`src/rtl/fta_pkg.sv`:
```
// Shared types, codes and constants of the file table block allocator.
package fta_pkg;

   // Field widths fixed by the request and response formats.
   localparam int MODE_W      = 2;
   localparam int FILE_ID_W   = 16;
   localparam int STATUS_W    = 3;
   localparam int BLOCK_NUM_W = 9;
   localparam int SLOT_IDX_W  = 4;

   // Default sizes handed down from the top level.
   localparam int DEF_FILE_SLOTS  = 16;
   localparam int DEF_BLOCK_COUNT = 512;
   localparam int DEF_ID_BITS     = 16;

   // Blocks below this one are reserved from reset.
   localparam int FIRST_DATA_BLOCK = 2;

   // The used-block bitmap is kept as rows of this many bits.
   localparam int MAP_WORD_W = 32;

   // Command queue between front and back.
   localparam int QUEUE_DEPTH = 2;
   localparam int QPTR_W      = $clog2(QUEUE_DEPTH);
   localparam int QCNT_W      = $clog2(QUEUE_DEPTH + 1);

   // Request mode codes; any mode with the lookup bit set is a lookup.
   localparam logic [MODE_W-1:0] MODE_CREATE = 2'd0;
   localparam int MODE_LOOKUP_BIT = 1;

   typedef enum logic [1:0] {
      OP_CREATE,
      OP_DELETE,
      OP_LOOKUP
   } op_type;

   typedef enum logic [STATUS_W-1:0] {
      ST_OK        = 3'd0,
      ST_EXISTS    = 3'd1,
      ST_NOT_FOUND = 3'd2,
      ST_NO_BLOCK  = 3'd3,
      ST_NO_SLOT   = 3'd4
   } status_type;

   typedef enum logic [1:0] {
      BK_IDLE,
      BK_MATCH,
      BK_EXEC,
      BK_FREE
   } back_state_type;

   typedef struct packed {
      logic [MODE_W-1:0]    mode;
      logic [FILE_ID_W-1:0] file_id;
   } req_type;

   typedef struct packed {
      logic                   ok;
      logic [STATUS_W-1:0]    status;
      logic [BLOCK_NUM_W-1:0] block_number;
      logic [SLOT_IDX_W-1:0]  slot_index;
   } rsp_type;

   // Classified request as it travels through the queue.
   typedef struct packed {
      op_type               op;
      logic [FILE_ID_W-1:0] id;
   } cmd_type;

endpackage

```
`src/rtl/fta_front.sv`:
```
// Request front end: accept, decode the mode, mask the id, hold one command.
module fta_front #(
   parameter int ID_BITS = fta_pkg::DEF_ID_BITS
) (
   input  logic             clock,
   input  logic             reset,
   input  logic             req_valid,
   output logic             req_ready,
   input  fta_pkg::req_type req_payload,
   output logic             cmd_valid,
   input  logic             cmd_ready,
   output fta_pkg::cmd_type cmd
);
   import fta_pkg::*;

   localparam int ID_W = (ID_BITS < FILE_ID_W) ? ID_BITS : FILE_ID_W;

   logic    stg_valid_ff, stg_valid_in;
   cmd_type cmd_ff, cmd_in;
   logic    accept;

   assign req_ready = !stg_valid_ff || cmd_ready;
   assign accept    = req_valid && req_ready;
   assign cmd_valid = stg_valid_ff;
   assign cmd       = cmd_ff;

   always_comb begin
      priority if (req_payload.mode == MODE_CREATE) begin
         cmd_in.op = OP_CREATE;
      end else if (req_payload.mode[MODE_LOOKUP_BIT]) begin
         cmd_in.op = OP_LOOKUP;
      end else begin
         cmd_in.op = OP_DELETE;
      end
      // drop id bits above the configured id width
      for (int k = 0; k < FILE_ID_W; k++) begin
         cmd_in.id[k] = req_payload.file_id[k] && (k < ID_W);
      end
   end

   always_comb begin
      if (accept) begin
         stg_valid_in = 1'b1;
      end else if (cmd_ready) begin
         stg_valid_in = 1'b0;
      end else begin
         stg_valid_in = stg_valid_ff;
      end
   end

   always_ff @(posedge clock) begin
      if (reset) begin
         stg_valid_ff <= 1'b0;
      end else begin
         stg_valid_ff <= stg_valid_in;
      end
   end

   always_ff @(posedge clock) begin
      if (accept) begin
         cmd_ff <= cmd_in;
      end
   end

endmodule

```
`src/rtl/fta_queue.sv`:
```
// Short command queue that decouples the front end from the back end.
module fta_queue (
   input  logic             clock,
   input  logic             reset,
   input  logic             in_valid,
   output logic             in_ready,
   input  fta_pkg::cmd_type in_cmd,
   output logic             out_valid,
   input  logic             out_pop,
   output fta_pkg::cmd_type out_cmd
);
   import fta_pkg::*;

   cmd_type             entry_ff [QUEUE_DEPTH];
   logic [QPTR_W-1:0]   wr_ptr_ff, wr_ptr_in, rd_ptr_ff, rd_ptr_in;
   logic [QCNT_W-1:0]   count_ff, count_in;
   logic                push, pop;

   assign in_ready  = (count_ff != QCNT_W'(QUEUE_DEPTH));
   assign out_valid = (count_ff != '0);
   assign out_cmd   = entry_ff[rd_ptr_ff];
   assign push      = in_valid && in_ready;
   assign pop       = out_pop && out_valid;

   always_comb begin
      wr_ptr_in = push ? wr_ptr_ff + 1'b1 : wr_ptr_ff;
      rd_ptr_in = pop ? rd_ptr_ff + 1'b1 : rd_ptr_ff;
      count_in  = count_ff;
      if (push && !pop) begin
         count_in = count_ff + 1'b1;
      end else if (pop && !push) begin
         count_in = count_ff - 1'b1;
      end
   end

   always_ff @(posedge clock) begin
      if (reset) begin
         wr_ptr_ff <= '0;
         rd_ptr_ff <= '0;
         count_ff  <= '0;
      end else begin
         wr_ptr_ff <= wr_ptr_in;
         rd_ptr_ff <= rd_ptr_in;
         count_ff  <= count_in;
      end
   end

   always_ff @(posedge clock) begin
      if (push) begin
         entry_ff[wr_ptr_ff] <= in_cmd;
      end
   end

endmodule

```
`src/rtl/fta_back.sv`:
```
// Back end: file table match, free block search, table and bitmap update.
module fta_back #(
   parameter int FILE_SLOTS  = fta_pkg::DEF_FILE_SLOTS,
   parameter int BLOCK_COUNT = fta_pkg::DEF_BLOCK_COUNT,
   parameter int ID_BITS     = fta_pkg::DEF_ID_BITS
) (
   input  logic             clock,
   input  logic             reset,
   input  logic             q_valid,
   output logic             q_pop,
   input  fta_pkg::cmd_type q_cmd,
   output logic             rsp_valid,
   input  logic             rsp_ready,
   output fta_pkg::rsp_type rsp_payload
);
   import fta_pkg::*;

   localparam int SLOT_W = $clog2(FILE_SLOTS);
   localparam int BLK_W  = $clog2(BLOCK_COUNT);
   localparam int ID_W   = (ID_BITS < FILE_ID_W) ? ID_BITS : FILE_ID_W;
   localparam int ROWS   = (BLOCK_COUNT + MAP_WORD_W - 1) / MAP_WORD_W;
   localparam int ROW_W  = (ROWS > 1) ? $clog2(ROWS) : 1;
   localparam int BIT_W  = $clog2(MAP_WORD_W);
   localparam int ADDR_W = ROW_W + BIT_W;

   // Bitmap row as it stands after reset: reserved blocks and blocks past
   // the end of the disk read as used.
   function automatic logic [MAP_WORD_W-1:0] row_init(input logic [ROW_W-1:0] row);
      logic [MAP_WORD_W-1:0] w;
      int unsigned           base;
      base = int'(row) * MAP_WORD_W;
      for (int j = 0; j < MAP_WORD_W; j++) begin
         w[j] = ((base + j) < FIRST_DATA_BLOCK) || ((base + j) >= BLOCK_COUNT);
      end
      return w;
   endfunction

   back_state_type        state_ff, state_in;
   cmd_type               cmd_ff;

   // file table
   logic [FILE_SLOTS-1:0] slot_valid_ff, slot_valid_in;
   logic [ID_W-1:0]       slot_id_ff [FILE_SLOTS];
   logic [BLK_W-1:0]      blk_mem [FILE_SLOTS];
   logic [BLK_W-1:0]      blk_rd_ff;
   logic [FILE_SLOTS-1:0] hit_ff, hit_in;
   logic                  found_ff, slot_free_ff, row_ok_ff;
   logic [SLOT_W-1:0]     slot_ff, hit_idx, free_idx;
   logic                  found, any_free;

   // used-block bitmap, one row per memory word
   logic [MAP_WORD_W-1:0] map_mem [ROWS];
   logic [MAP_WORD_W-1:0] map_rd_ff, map_word, map_wr_word;
   logic [ROWS-1:0]       row_valid_ff, row_full_ff;
   logic                  rd_vld_ff;
   logic [ROW_W-1:0]      rd_row_ff, srch_row, del_row, map_rd_addr;
   logic                  any_row;
   logic [BIT_W-1:0]      free_bit, del_bit;
   logic [ADDR_W-1:0]     del_addr;
   logic [BLK_W-1:0]      new_blk;

   logic                  map_rd_en, map_wr_en, slot_wr, slot_clr;
   logic                  commit, out_free, create_ok, exec_free_blk;
   logic                  rsp_valid_ff, rsp_valid_in;
   rsp_type               rsp_ff, res;

   assign rsp_valid   = rsp_valid_ff;
   assign rsp_payload = rsp_ff;
   assign out_free    = !rsp_valid_ff || rsp_ready;

   // match the queued id against every slot
   always_comb begin
      for (int i = 0; i < FILE_SLOTS; i++) begin
         hit_in[i] = slot_valid_ff[i] && (slot_id_ff[i] == q_cmd.id[ID_W-1:0]);
      end
   end

   // lowest matching slot, lowest empty slot, lowest row with a clear bit
   always_comb begin
      hit_idx  = '0;
      free_idx = '0;
      any_free = 1'b0;
      for (int i = FILE_SLOTS - 1; i >= 0; i--) begin
         if (hit_ff[i]) begin
            hit_idx = SLOT_W'(i);
         end
         if (!slot_valid_ff[i]) begin
            any_free = 1'b1;
            free_idx = SLOT_W'(i);
         end
      end
      srch_row = '0;
      any_row  = 1'b0;
      for (int r = ROWS - 1; r >= 0; r--) begin
         if (!row_full_ff[r]) begin
            any_row  = 1'b1;
            srch_row = ROW_W'(r);
         end
      end
   end

   assign found = |hit_ff;

   // bitmap row seen by the current step
   always_comb begin
      map_word = rd_vld_ff ? map_rd_ff : row_init(rd_row_ff);
      free_bit = '0;
      for (int j = MAP_WORD_W - 1; j >= 0; j--) begin
         if (!map_word[j]) begin
            free_bit = BIT_W'(j);
         end
      end
   end

   assign new_blk  = BLK_W'({rd_row_ff, free_bit});
   assign del_addr = ADDR_W'(blk_rd_ff);
   assign del_row  = del_addr[ADDR_W-1:BIT_W];
   assign del_bit  = del_addr[BIT_W-1:0];

   assign create_ok     = (cmd_ff.op == OP_CREATE) && !found_ff && row_ok_ff && slot_free_ff;
   assign exec_free_blk = (cmd_ff.op == OP_DELETE) && found_ff;

   assign map_wr_word = (state_ff == BK_FREE) ? (map_word & ~(MAP_WORD_W'(1) << del_bit))
                                              : (map_word | (MAP_WORD_W'(1) << free_bit));

   // result of the command in flight
   always_comb begin
      res.ok           = 1'b0;
      res.status       = ST_OK;
      res.block_number = '0;
      res.slot_index   = '0;
      priority if (cmd_ff.op == OP_CREATE) begin
         priority if (found_ff) begin
            res.status = ST_EXISTS;
         end else if (!row_ok_ff) begin
            res.status = ST_NO_BLOCK;
         end else if (!slot_free_ff) begin
            res.status = ST_NO_SLOT;
         end else begin
            res.ok           = 1'b1;
            res.block_number = BLOCK_NUM_W'(new_blk);
            res.slot_index   = SLOT_IDX_W'(slot_ff);
         end
      end else if (!found_ff) begin
         res.status = ST_NOT_FOUND;
      end else begin
         res.ok           = 1'b1;
         res.block_number = BLOCK_NUM_W'(blk_rd_ff);
         res.slot_index   = SLOT_IDX_W'(slot_ff);
      end
   end

   // next state
   always_comb begin
      unique case (state_ff)
         BK_IDLE:  state_in = q_valid ? BK_MATCH : BK_IDLE;
         BK_MATCH: state_in = BK_EXEC;
         BK_EXEC: begin
            priority if (exec_free_blk) begin
               state_in = BK_FREE;
            end else if (out_free) begin
               state_in = BK_IDLE;
            end else begin
               state_in = BK_EXEC;
            end
         end
         BK_FREE:  state_in = out_free ? BK_IDLE : BK_FREE;
         default:  state_in = BK_IDLE;
      endcase
   end

   // state outputs
   always_comb begin
      q_pop       = 1'b0;
      map_rd_en   = 1'b0;
      map_rd_addr = srch_row;
      commit      = 1'b0;
      unique case (state_ff)
         BK_IDLE:  q_pop = q_valid;
         BK_MATCH: map_rd_en = 1'b1;
         BK_EXEC: begin
            if (exec_free_blk) begin
               map_rd_en   = 1'b1;
               map_rd_addr = del_row;
            end else begin
               commit = out_free;
            end
         end
         BK_FREE:  commit = out_free;
         default:  q_pop = 1'b0;
      endcase
   end

   assign map_wr_en = commit && ((state_ff == BK_FREE) || create_ok);
   assign slot_wr   = commit && (state_ff == BK_EXEC) && create_ok;
   assign slot_clr  = commit && (state_ff == BK_FREE);

   always_comb begin
      slot_valid_in = slot_valid_ff;
      if (slot_wr) begin
         slot_valid_in[slot_ff] = 1'b1;
      end
      if (slot_clr) begin
         slot_valid_in[slot_ff] = 1'b0;
      end
   end

   always_comb begin
      if (commit) begin
         rsp_valid_in = 1'b1;
      end else if (rsp_ready) begin
         rsp_valid_in = 1'b0;
      end else begin
         rsp_valid_in = rsp_valid_ff;
      end
   end

   always_ff @(posedge clock) begin
      if (reset) begin
         state_ff      <= BK_IDLE;
         slot_valid_ff <= '0;
         row_valid_ff  <= '0;
         rsp_valid_ff  <= 1'b0;
         for (int r = 0; r < ROWS; r++) begin
            row_full_ff[r] <= &row_init(ROW_W'(r));
         end
      end else begin
         state_ff      <= state_in;
         slot_valid_ff <= slot_valid_in;
         rsp_valid_ff  <= rsp_valid_in;
         if (map_wr_en) begin
            row_valid_ff[rd_row_ff] <= 1'b1;
            row_full_ff[rd_row_ff]  <= &map_wr_word;
         end
      end
   end

   always_ff @(posedge clock) begin
      if (q_pop) begin
         cmd_ff <= q_cmd;
         hit_ff <= hit_in;
      end
      if (state_ff == BK_MATCH) begin
         found_ff     <= found;
         slot_free_ff <= any_free;
         row_ok_ff    <= any_row;
         slot_ff      <= (cmd_ff.op == OP_CREATE) ? free_idx : hit_idx;
      end
      if (map_rd_en) begin
         rd_vld_ff <= row_valid_ff[map_rd_addr];
         rd_row_ff <= map_rd_addr;
      end
      if (slot_wr) begin
         slot_id_ff[slot_ff] <= cmd_ff.id[ID_W-1:0];
      end
      if (commit) begin
         rsp_ff <= res;
      end
   end

   // block number of each slot
   always_ff @(posedge clock) begin
      if (slot_wr) begin
         blk_mem[slot_ff] <= new_blk;
      end
      if (state_ff == BK_MATCH) begin
         blk_rd_ff <= blk_mem[hit_idx];
      end
   end

   // bitmap rows
   always_ff @(posedge clock) begin
      if (map_wr_en) begin
         map_mem[rd_row_ff] <= map_wr_word;
      end
      if (map_rd_en) begin
         map_rd_ff <= map_mem[map_rd_addr];
      end
   end

   a_hit_unique: assert property (@(posedge clock) disable iff (reset)
      (state_ff == BK_MATCH) |-> $onehot0(hit_ff))
      else $error("file id held in more than one slot");

   a_reserved_kept: assert property (@(posedge clock) disable iff (reset)
      (map_wr_en && (rd_row_ff == '0)) |-> (map_wr_word[FIRST_DATA_BLOCK-1:0] == '1))
      else $error("reserved block released");

   a_create_empty_slot: assert property (@(posedge clock) disable iff (reset)
      slot_wr |-> !slot_valid_ff[slot_ff])
      else $error("create overwrote a live slot");

   a_delete_used_block: assert property (@(posedge clock) disable iff (reset)
      slot_clr |-> (map_word[del_bit] && slot_valid_ff[slot_ff]))
      else $error("delete freed a block that was not in use");

endmodule

```
`src/rtl/file_table_block_allocator_top.sv`:
```
// Top level of the file table block allocator.
//
// Requests arrive on the req_ channel (valid/ready): mode 0 creates a file,
// mode 1 deletes it, mode 2 or 3 looks it up, each by file_id. Every request
// gives exactly one transfer on the rsp_ channel with ok, status,
// block_number and slot_index, in request order.
// The back-end sequencer takes one request at a time and finishes it before
// popping the next: slot match, free search with bitmap row read, commit,
// plus a second bitmap row read to free a deleted block.
// Reset: all file slots empty, blocks 0 and 1 marked used. The bitmap rows
// carry valid bits, so there is no clearing pass and requests are taken
// as soon as reset is released.
// Stall: a response waits in the output register until taken; the back
// end holds its next commit, the two-entry command queue and the front
// stage fill, and only then does req_ready drop.
module file_table_block_allocator_top #(
   parameter int FILE_SLOTS  = fta_pkg::DEF_FILE_SLOTS,
   parameter int BLOCK_COUNT = fta_pkg::DEF_BLOCK_COUNT,
   parameter int ID_BITS     = fta_pkg::DEF_ID_BITS
) (
   input  logic             clock,
   input  logic             reset,
   input  logic             req_valid,
   output logic             req_ready,
   input  fta_pkg::req_type req_payload,
   output logic             rsp_valid,
   input  logic             rsp_ready,
   output fta_pkg::rsp_type rsp_payload
);
   import fta_pkg::*;

   // front stage to queue
   logic    fr_valid, fr_ready;
   cmd_type fr_cmd;

   // queue to back end
   logic    q_valid, q_pop;
   cmd_type q_cmd;

   // decode and register the request
   fta_front #(
      .ID_BITS(ID_BITS)
   ) u_front (
      .clock      (clock),
      .reset      (reset),
      .req_valid  (req_valid),
      .req_ready  (req_ready),
      .req_payload(req_payload),
      .cmd_valid  (fr_valid),
      .cmd_ready  (fr_ready),
      .cmd        (fr_cmd)
   );

   // absorb commands while the back end is busy
   fta_queue u_queue (
      .clock    (clock),
      .reset    (reset),
      .in_valid (fr_valid),
      .in_ready (fr_ready),
      .in_cmd   (fr_cmd),
      .out_valid(q_valid),
      .out_pop  (q_pop),
      .out_cmd  (q_cmd)
   );

   // match, search, update the table and bitmap, hold the response
   fta_back #(
      .FILE_SLOTS (FILE_SLOTS),
      .BLOCK_COUNT(BLOCK_COUNT),
      .ID_BITS    (ID_BITS)
   ) u_back (
      .clock      (clock),
      .reset      (reset),
      .q_valid    (q_valid),
      .q_pop      (q_pop),
      .q_cmd      (q_cmd),
      .rsp_valid  (rsp_valid),
      .rsp_ready  (rsp_ready),
      .rsp_payload(rsp_payload)
   );

endmodule

```
`config.mk`:
```
export PLATFORM = sky130hd
export DESIGN_NAME = file_table_block_allocator_top
export DESIGN_NICKNAME = d
export VERILOG_FILES = /design/src/rtl/fta_pkg.sv /design/src/rtl/fta_front.sv /design/src/rtl/fta_queue.sv /design/src/rtl/fta_back.sv /design/src/rtl/file_table_block_allocator_top.sv
export SDC_FILE = /design/constraint.sdc
export NUM_CORES = 1
export LEC_CHECK = 0
export BUFFER_PORTS_ARGS = -buffer_cell sky130_fd_sc_hd__buf_2
export CAP_MARGIN = 20
export CORE_MARGIN = 2
export CORE_UTILIZATION = 60
export DETAILED_ROUTE_END_ITERATION = 8
export PLACE_DENSITY = 0.76
export SLEW_MARGIN = 20
export SYNTH_ARGS = -nofsm -noshare
export SYNTH_HDL_FRONTEND = slang
export SYNTH_SLANG_ARGS = --single-unit
```
`constraint.sdc`:
```
create_clock -name clock -period 11.1 [get_ports clock]
set_input_delay 2.22 -clock clock [delete_from_list [all_inputs] [get_ports clock]]
set_output_delay 2.22 -clock clock [all_outputs]
set_load 0.03 [all_outputs]
```
==> impl_metrics.tcl, run 1 <==
set metrics [dict create \
    status "finished, final reports clean" \
    synth_flop_cell "edfxtp_1" \
    slowest_stage "inv_1" \
    area_growth_pct 11.74 \
    fin_worst_skew_ps 74.96 \
    synth_area_um2 46460 \
    post-route-util_pct 67.34 \
    antenna_found_initial 5 \
    grt_max_degree 140 \
    hold_class "register to register" \
    async_reset_ff_share_pct 0 \
    rr_startpoint "u_back.rd_vld_ff$_DFFE_PP_" \
    final_common_cell "edfxtp_1" \
    powerDensity_nw_per_um2 200.7 \
    synth_top_family_by_area "compound AO/OA/AOI/OAI gates" \
    worst_ep_required_time_ps 11680 \
    fin_nets 3105 \
    overflow 0 \
    cts_setup_buffers 0 \
    grt_setup_unrepaired "no" \
    worstSkewPairLatency_ps 710 \
    fp.dieW_um 282.3 \
    die_y_um 282.3 \
    slowest_delay_ps 860 \
    io_buffer_count 40 \
    cpMostUsedCell "buf_4" \
    endpoint "u_back.row_full_ff[0]$_SDFFE_PP0P_" \
    hold_viol_final 0 \
    root_buffer "clkbuf_16" \
    antenna_left 0 \
    cp.arrival_ps 5310 \
    critPathMaxFanout 46 \
    cts_tree "done" \
    seq_power_share_pct 51.0 \
    grt_use_total_pct 29.81 \
    switchingPower_mw 2.947 \
    yosysWarnings 0 \
    cts.sinks 1127 \
    rows 102 \
    place_ws_ps 5824 \
    cts_buffers 108 \
    max_freq_ghz 0.2114 \
    drc 0 \
    ctsHoldBuffers 0 \
    wirelength_mm 118.8 \
    vias 27780 \
    clk_pin_slew_ps 70 \
    syn_nets 3029 \
    place.gp.congestion 0.9687 \
    p_int_mw 7.471 \
    synthXorXnorAreaFrac_pct 4.902 \
    viasPerCell 6.592 \
    wl_per_cell_um 28.19 \
    synth_seq_cells 1127 \
    synthMuxAreaShare_pct 7.213 \
    synth_compound_area_share_pct 8.293 \
    grt_pass1_wl_mm 172.9 \
    synth-simple-area-share_pct 6.084 \
    cp.buffers_inverters 3 \
    ios 41 \
    synth_edf_count 1070 \
    setup_ws_ps 6369 \
    initialDrtViolationCount 3927 \
    cp-start-kind "register" \
    crit_family "buffers and inverters" \
    worst-path-stages 12 \
    max_slew.worst_pin.slew_ps 1165 \
    crit_type "register to register" \
    stdcell_area_um2 51910 \
    grt_pass1_vias 26640 \
    rr_worst_depth 12 \
    synth_fa_ha_area_share_pct 0.1616 \
    pwr-share-clk_pct 34.7 \
    leakage_nw 16.01 \
    crit_start "u_back.rd_vld_ff$_DFFE_PP_" \
    h-tree-depth 3 \
    timing.final.crit_share_pct 42.63 \
    post_cts_resized 0 \
    comb_power_share_pct 14.3 \
    place.detailed.hpwl_mm 70.05 \
    relSlewSlack_pct 21.65 \
    p_sw_share_pct 28.29 \
    layout_common_cells "edfxtp_1 (1070), o21ai_0 (186), mux2i_1 (168), o211ai_1 (161), xor2_1 (160)" \
    ys_seq_area_share_pct 71.62 \
    worstPathCellList "buf_4 > and3_1 > nand4_1 > a31oi_1 > o21ai_2 > inv_1 > o2111ai_1 > o21ai_0 > buf_4 > and4_1 > nand4_2 > o31ai_1" \
    cap_violations 0 \
    layout_min_cycle_time_ps 4731 \
    cp-end-kind "register" \
    dr.pass1.iters 6 \
    synthCells 3001 \
    drv_slew 0 \
    die_area_um2 79670 \
    placed_area_um2 48270 \
    setup_tns_ps 0 \
    setup_violations 0 \
    ir_drop_mv 0.1944 \
    core_area_um2 77080 \
    clock_path_buffers 3 \
    drive_above_1_share_pct 16.86 \
    synthDistinctLibCells 84 \
    initial_core_util_pct 60.27 \
    r2r_slack_ps 6370 \
    syn_avg_cell_area_um2 15.48 \
    worst_r2r_endpoint "u_back.row_full_ff[0]$_SDFFE_PP0P_" \
]
[cells by family (layout without fill, tap and decap cells)]
family,Yosys count,count (layout)
adders and majority gates,6,6
xor gates and xnor gates,260,260
DFF,1127,1127
buffers and inverters,203,375
muxes,318,318
other,0,1
AOI/OAI and AO/OA,559,559
and+or+nand+nor,528,528
[flip-flops by register name, indices dropped and copies added (netlist names), 4 cells and up, named ones only]
signal / count
u_back.row_valid_ff: 16
u_back.cmd_ff: 18
u_back.slot_ff: 4
u_back.hit_ff: 16
u_back.blk_mem: 144
u_back.map_mem: 512
u_front.cmd: 18
u_back.slot_valid_ff: 16
u_back.blk_rd_ff: 9
u_back.map_rd_ff: 32
u_queue.entry_ff: 36
u_back.slot_id_ff: 256
u_back.row_full_ff: 16
u_back.rd_row_ff: 4
u_back.rsp_payload: 17
[worst min path at each step]
| stage | from | to | cells after the start |
|---|---|---|---|
| finish | u_front.cmd[14]$_DFFE_PP_ | u_queue.entry_ff[1][14]$_DFFE_PP_ | 0 |
| global placement | u_front.cmd[4]$_DFFE_PP_ | u_queue.entry_ff[1][4]$_DFFE_PP_ | 0 |
| CTS | u_front.cmd[14]$_DFFE_PP_ | u_queue.entry_ff[1][14]$_DFFE_PP_ | 0 |
| detailed placement | u_front.cmd[6]$_DFFE_PP_ | u_queue.entry_ff[1][6]$_DFFE_PP_ | 0 |
| global route | u_front.cmd[12]$_DFFE_PP_ | u_queue.entry_ff[0][12]$_DFFE_PP_ | 0 |
| floorplan | u_front.cmd[0]$_DFFE_PP_ | u_queue.entry_ff[0][0]$_DFFE_PP_ | 0 |
[layout make-up]
cell class | count | area (µm²)
tap | 1040 | 1301
clock inverter | 78 | 704.4
fill | 5133 | 25170
inverter | 51 | 191.4
timing repair buffer | 118 | 855.8
antenna | 1 | 2.502
multi-input combinational | 1671 | 12750
sequential | 1127 | 33270
clock buffer | 128 | 2828
[per-stage QoR]
| step | total power [mW] | instances | hold WS, ps |
|---|---|---|---|
| final | 10.42 | 4214 | 449.7 |
| after global placement | 6.780 | 4004 | 424.3 |
| after global routing | 10.71 | 4213 | 456.2 |
| after CTS | 10.39 | 4210 | 445.9 |
| after floorplan | 6.101 | 3001 | 421.5 |
| after detailed placement | 6.830 | 4004 | 434.6 |
[metal layers]
metal	routed length, µm	vias to the layer above	track usage, %
li1	-	11820	-
met1	49020	14000	44.89
met3	12910	233	6.203
met2	53640	1720	44.21
met5	13	-	0
met4	3202	2	8.954
[Yosys cell counts (57+ instances only)]
master	n	area, µm²
clkbuf_1	118	442.9
dfxtp_1	57	1141
nand2_1	122	457.9
o211ai_1	161	1209
xor2_1	160	1401
o21ai_0	188	940.9
nand4_1	89	556.8
mux2i_1	184	1842
xnor2_1	100	875.8
mux2_2	134	1509
nor2_1	95	356.6
edfxtp_1	1070	32130
[power groups by stage]
| stage | registers [mW] | clock network [mW] | logic, mW |
|---|---|---|---|
| after floorplan | 5.18 | 0 | 0.918 |
| after global placement | 5.38 | 0 | 1.40 |
| after global routing | 5.32 | 3.81 | 1.58 |
| after detailed placement | 5.39 | 0 | 1.44 |
| final | 5.31 | 3.62 | 1.49 |
| after CTS | 5.30 | 3.64 | 1.45 |
Power figures use the tool's default switching activity.
==> run 2, diff against run 1 <==
--- a/config.mk
+++ b/config.mk
@@ -8,7 +8,7 @@
 export BUFFER_PORTS_ARGS = -buffer_cell sky130_fd_sc_hd__buf_2
 export CAP_MARGIN = 20
 export CORE_MARGIN = 2
-export CORE_UTILIZATION = 60
+export CORE_UTILIZATION = 57
 export DETAILED_ROUTE_END_ITERATION = 8
 export PLACE_DENSITY = 0.76
 export SLEW_MARGIN = 20
==> constraint.sdc (replaced) <==
create_clock -name clock -period 3.9 [get_ports clock]
set_input_delay 0.78 -clock clock [delete_from_list [all_inputs] [get_ports clock]]
set_output_delay 0.78 -clock clock [all_outputs]
set_load 0.03 [all_outputs]
==> run 2 against run 1 <==
Compared with the run above:
- die area rose by 5.2%
- critical path depth fell by 1
- first-iteration DRC count fell by 23%
- utilization fell by 1.8 points
- via count fell by 1.0%
- register-to-register slack got worse by 6200 ps
- sequential share of layout area fell by 1.1 points
- largest cell class unchanged
- largest power group unchanged
- highest routed layer unchanged
==> impl_metrics.tcl, run 2 (synthesized netlist as in run 1, its figures left out) <==
set metrics [dict create \
    drc 0 \
    clk_pin_slew_ps 60 \
    cts_setup_buffers 0 \
    cts_buffers 109 \
    ir_drop_mv 0.4439 \
    hold_class "input pin to register" \
    layout_min_cycle_time_ps 3761 \
    fp.dieW_um 289.5 \
    worstSkewPairLatency_ps 700 \
    hold_viol_final 0 \
    area_growth_pct 13.63 \
    post-route-util_pct 65.53 \
    max_slew.worst_pin.slew_ps 1169 \
    status "finished, final reports clean" \
    die_y_um 289.5 \
    wl_per_cell_um 27.42 \
    initialDrtViolationCount 3029 \
    cpMostUsedCell "buf_4" \
    drv_slew 0 \
    cp-start-kind "register" \
    io_buffer_count 40 \
    antenna_found_initial 1 \
    largest_reg_flops 512 \
    regArea_um2 33270 \
    initial_core_util_pct 57.68 \
    top_regs "u_back.map_mem x512, u_back.slot_id_ff x256, u_back.blk_mem x144" \
    multi_input_area_um2 12720 \
    slowest_delay_ps 510 \
    fillers 5421 \
    grt_pass1_vias 27020 \
    h-tree-depth 3 \
    powerDensity_nw_per_um2 563.1 \
    worstPathCellList "buf_4 > buf_4 > nand3_1 > a211oi_1 > o21ai_1 > nand2_1 > inv_1 > o41a_1 > a2111oi_4 > nand4_4 > o31ai_1" \
    regMostFlops "u_back.map_mem" \
    cp.buffers_inverters 3 \
    fin_nets 3190 \
    diodes 0 \
    whs_ps 295.3 \
    cp.arrival_ps 4350 \
    cts.sinks 1127 \
    layout_common_cells "edfxtp_1 (1070), o21ai_0 (188), mux2i_1 (168), o211ai_1 (161), xor2_1 (160)" \
    drive_above_1_share_pct 18.62 \
    grt_max_degree 68 \
    vias 27500 \
    grt_use_total_pct 28.22 \
    crit_type "register to register" \
    relSlewSlack_pct 21.87 \
    place.gp.congestion 0.9880 \
    timing.final.crit_share_pct 96.42 \
    cp-end-kind "register" \
    ios 41 \
    core_area_um2 80550 \
    cap_violations 0 \
    wirelength_mm 118.3 \
    viasPerCell 6.373 \
    worst_ep_required_time_ps 4480 \
    rows 104 \
    overflow 0 \
    cts_tree "done" \
    slowest_stage "edfxtp_1" \
    critPathMaxFanout 16 \
    max_freq_ghz 0.2659 \
    crit_family "compound AO/OA/AOI/OAI gates" \
    setup_tns_ps 0 \
    grt_pass1_wl_mm 173.3 \
    root_buffer "clkbuf_16" \
    dr.pass1.iters 8 \
    final_common_cell "edfxtp_1" \
    leakage_nw 16.50 \
    setup_violations 0 \
    place.detailed.hpwl_mm 73.34 \
    die_area_um2 83800 \
    clock_path_buffers 3 \
    grt_setup_unrepaired "no" \
    fin_worst_skew_ps 50.18 \
    antenna_left 0 \
]
-- run 2: path summary, 6_finish.rpt --
check,endpoint,cells past startpoint,start,slack [ps]
worst max register to register,u_back.row_full_ff[15]$_SDFFE_PP0P_,11,u_back.rd_vld_ff$_DFFE_PP_,140
worst max-delay path,u_back.row_full_ff[15]$_SDFFE_PP0P_,11,u_back.rd_vld_ff$_DFFE_PP_,140
worst min-delay path,u_front.cmd[15]$_DFFE_PP_,1,req_payload[15],300
worst min register to register,u_queue.entry_ff[1][4]$_DFFE_PP_,0,u_front.cmd[4]$_DFFE_PP_,420
-- run 2: worst reg2reg max path: stages (launching register included) --
cell       delay [ps]
edfxtp_1          510
buf_4             320
buf_4             240
nand3_1           100
a211oi_1          380
o21ai_1           210
nand2_1           290
inv_1             140
o41a_1            420
a2111oi_4         290
nand4_4           390
o31ai_1           390
-- run 2: layout make-up --
type | instances | share of cell area, %
clock buffers | 129 | 5.385
flip-flops and latches | 1127 | 63.03
repair buffers | 202 | 3.157
well taps | 1060 | 2.513
inverters | 51 | 0.3627
multi-input cells | 1671 | 24.09
clock inverters | 75 | 1.458
-- run 2: what timing repair did --
item                                    in CTS  in global routing
hold buffers                                 0                  0
hold endpoints to repair                     0                  0
resized for setup                            0                  1
endpoints found under the setup margin       0                  3
-- run 2: layer usage --
layer  track usage [%]  vias to the layer above  wire [µm]
li1                  -                    12000          -
met1             38.89                    13890      47450
met2             46.17                     1370      57380
met3             4.480                      242       9798
met4             9.601                        2       3691
met5                 0                        -         13
-- run 2: metrics by stage --
step	worst slack, ps	total power [mW]	area [µm²]	cells
2_1_floorplan	204.8	17.37	46470	3001
3_3_place_gp	296.7	19.28	49170	4111
3_5_place_dp	235.3	19.39	49170	4111
4_1_cts	246.6	29.81	52780	4315
5_1_grt	66.65	30.64	52790	4315
6_report	139.5	29.73	52790	4315
-- run 2: power breakdown --
group          internal (mW)  leakage, nW  switching (mW)
Combinational           1.44         4.62            2.79
Clock                   6.03         1.76            4.49
Sequential              14.2         10.1           0.784
Total                   21.7         16.5            8.06
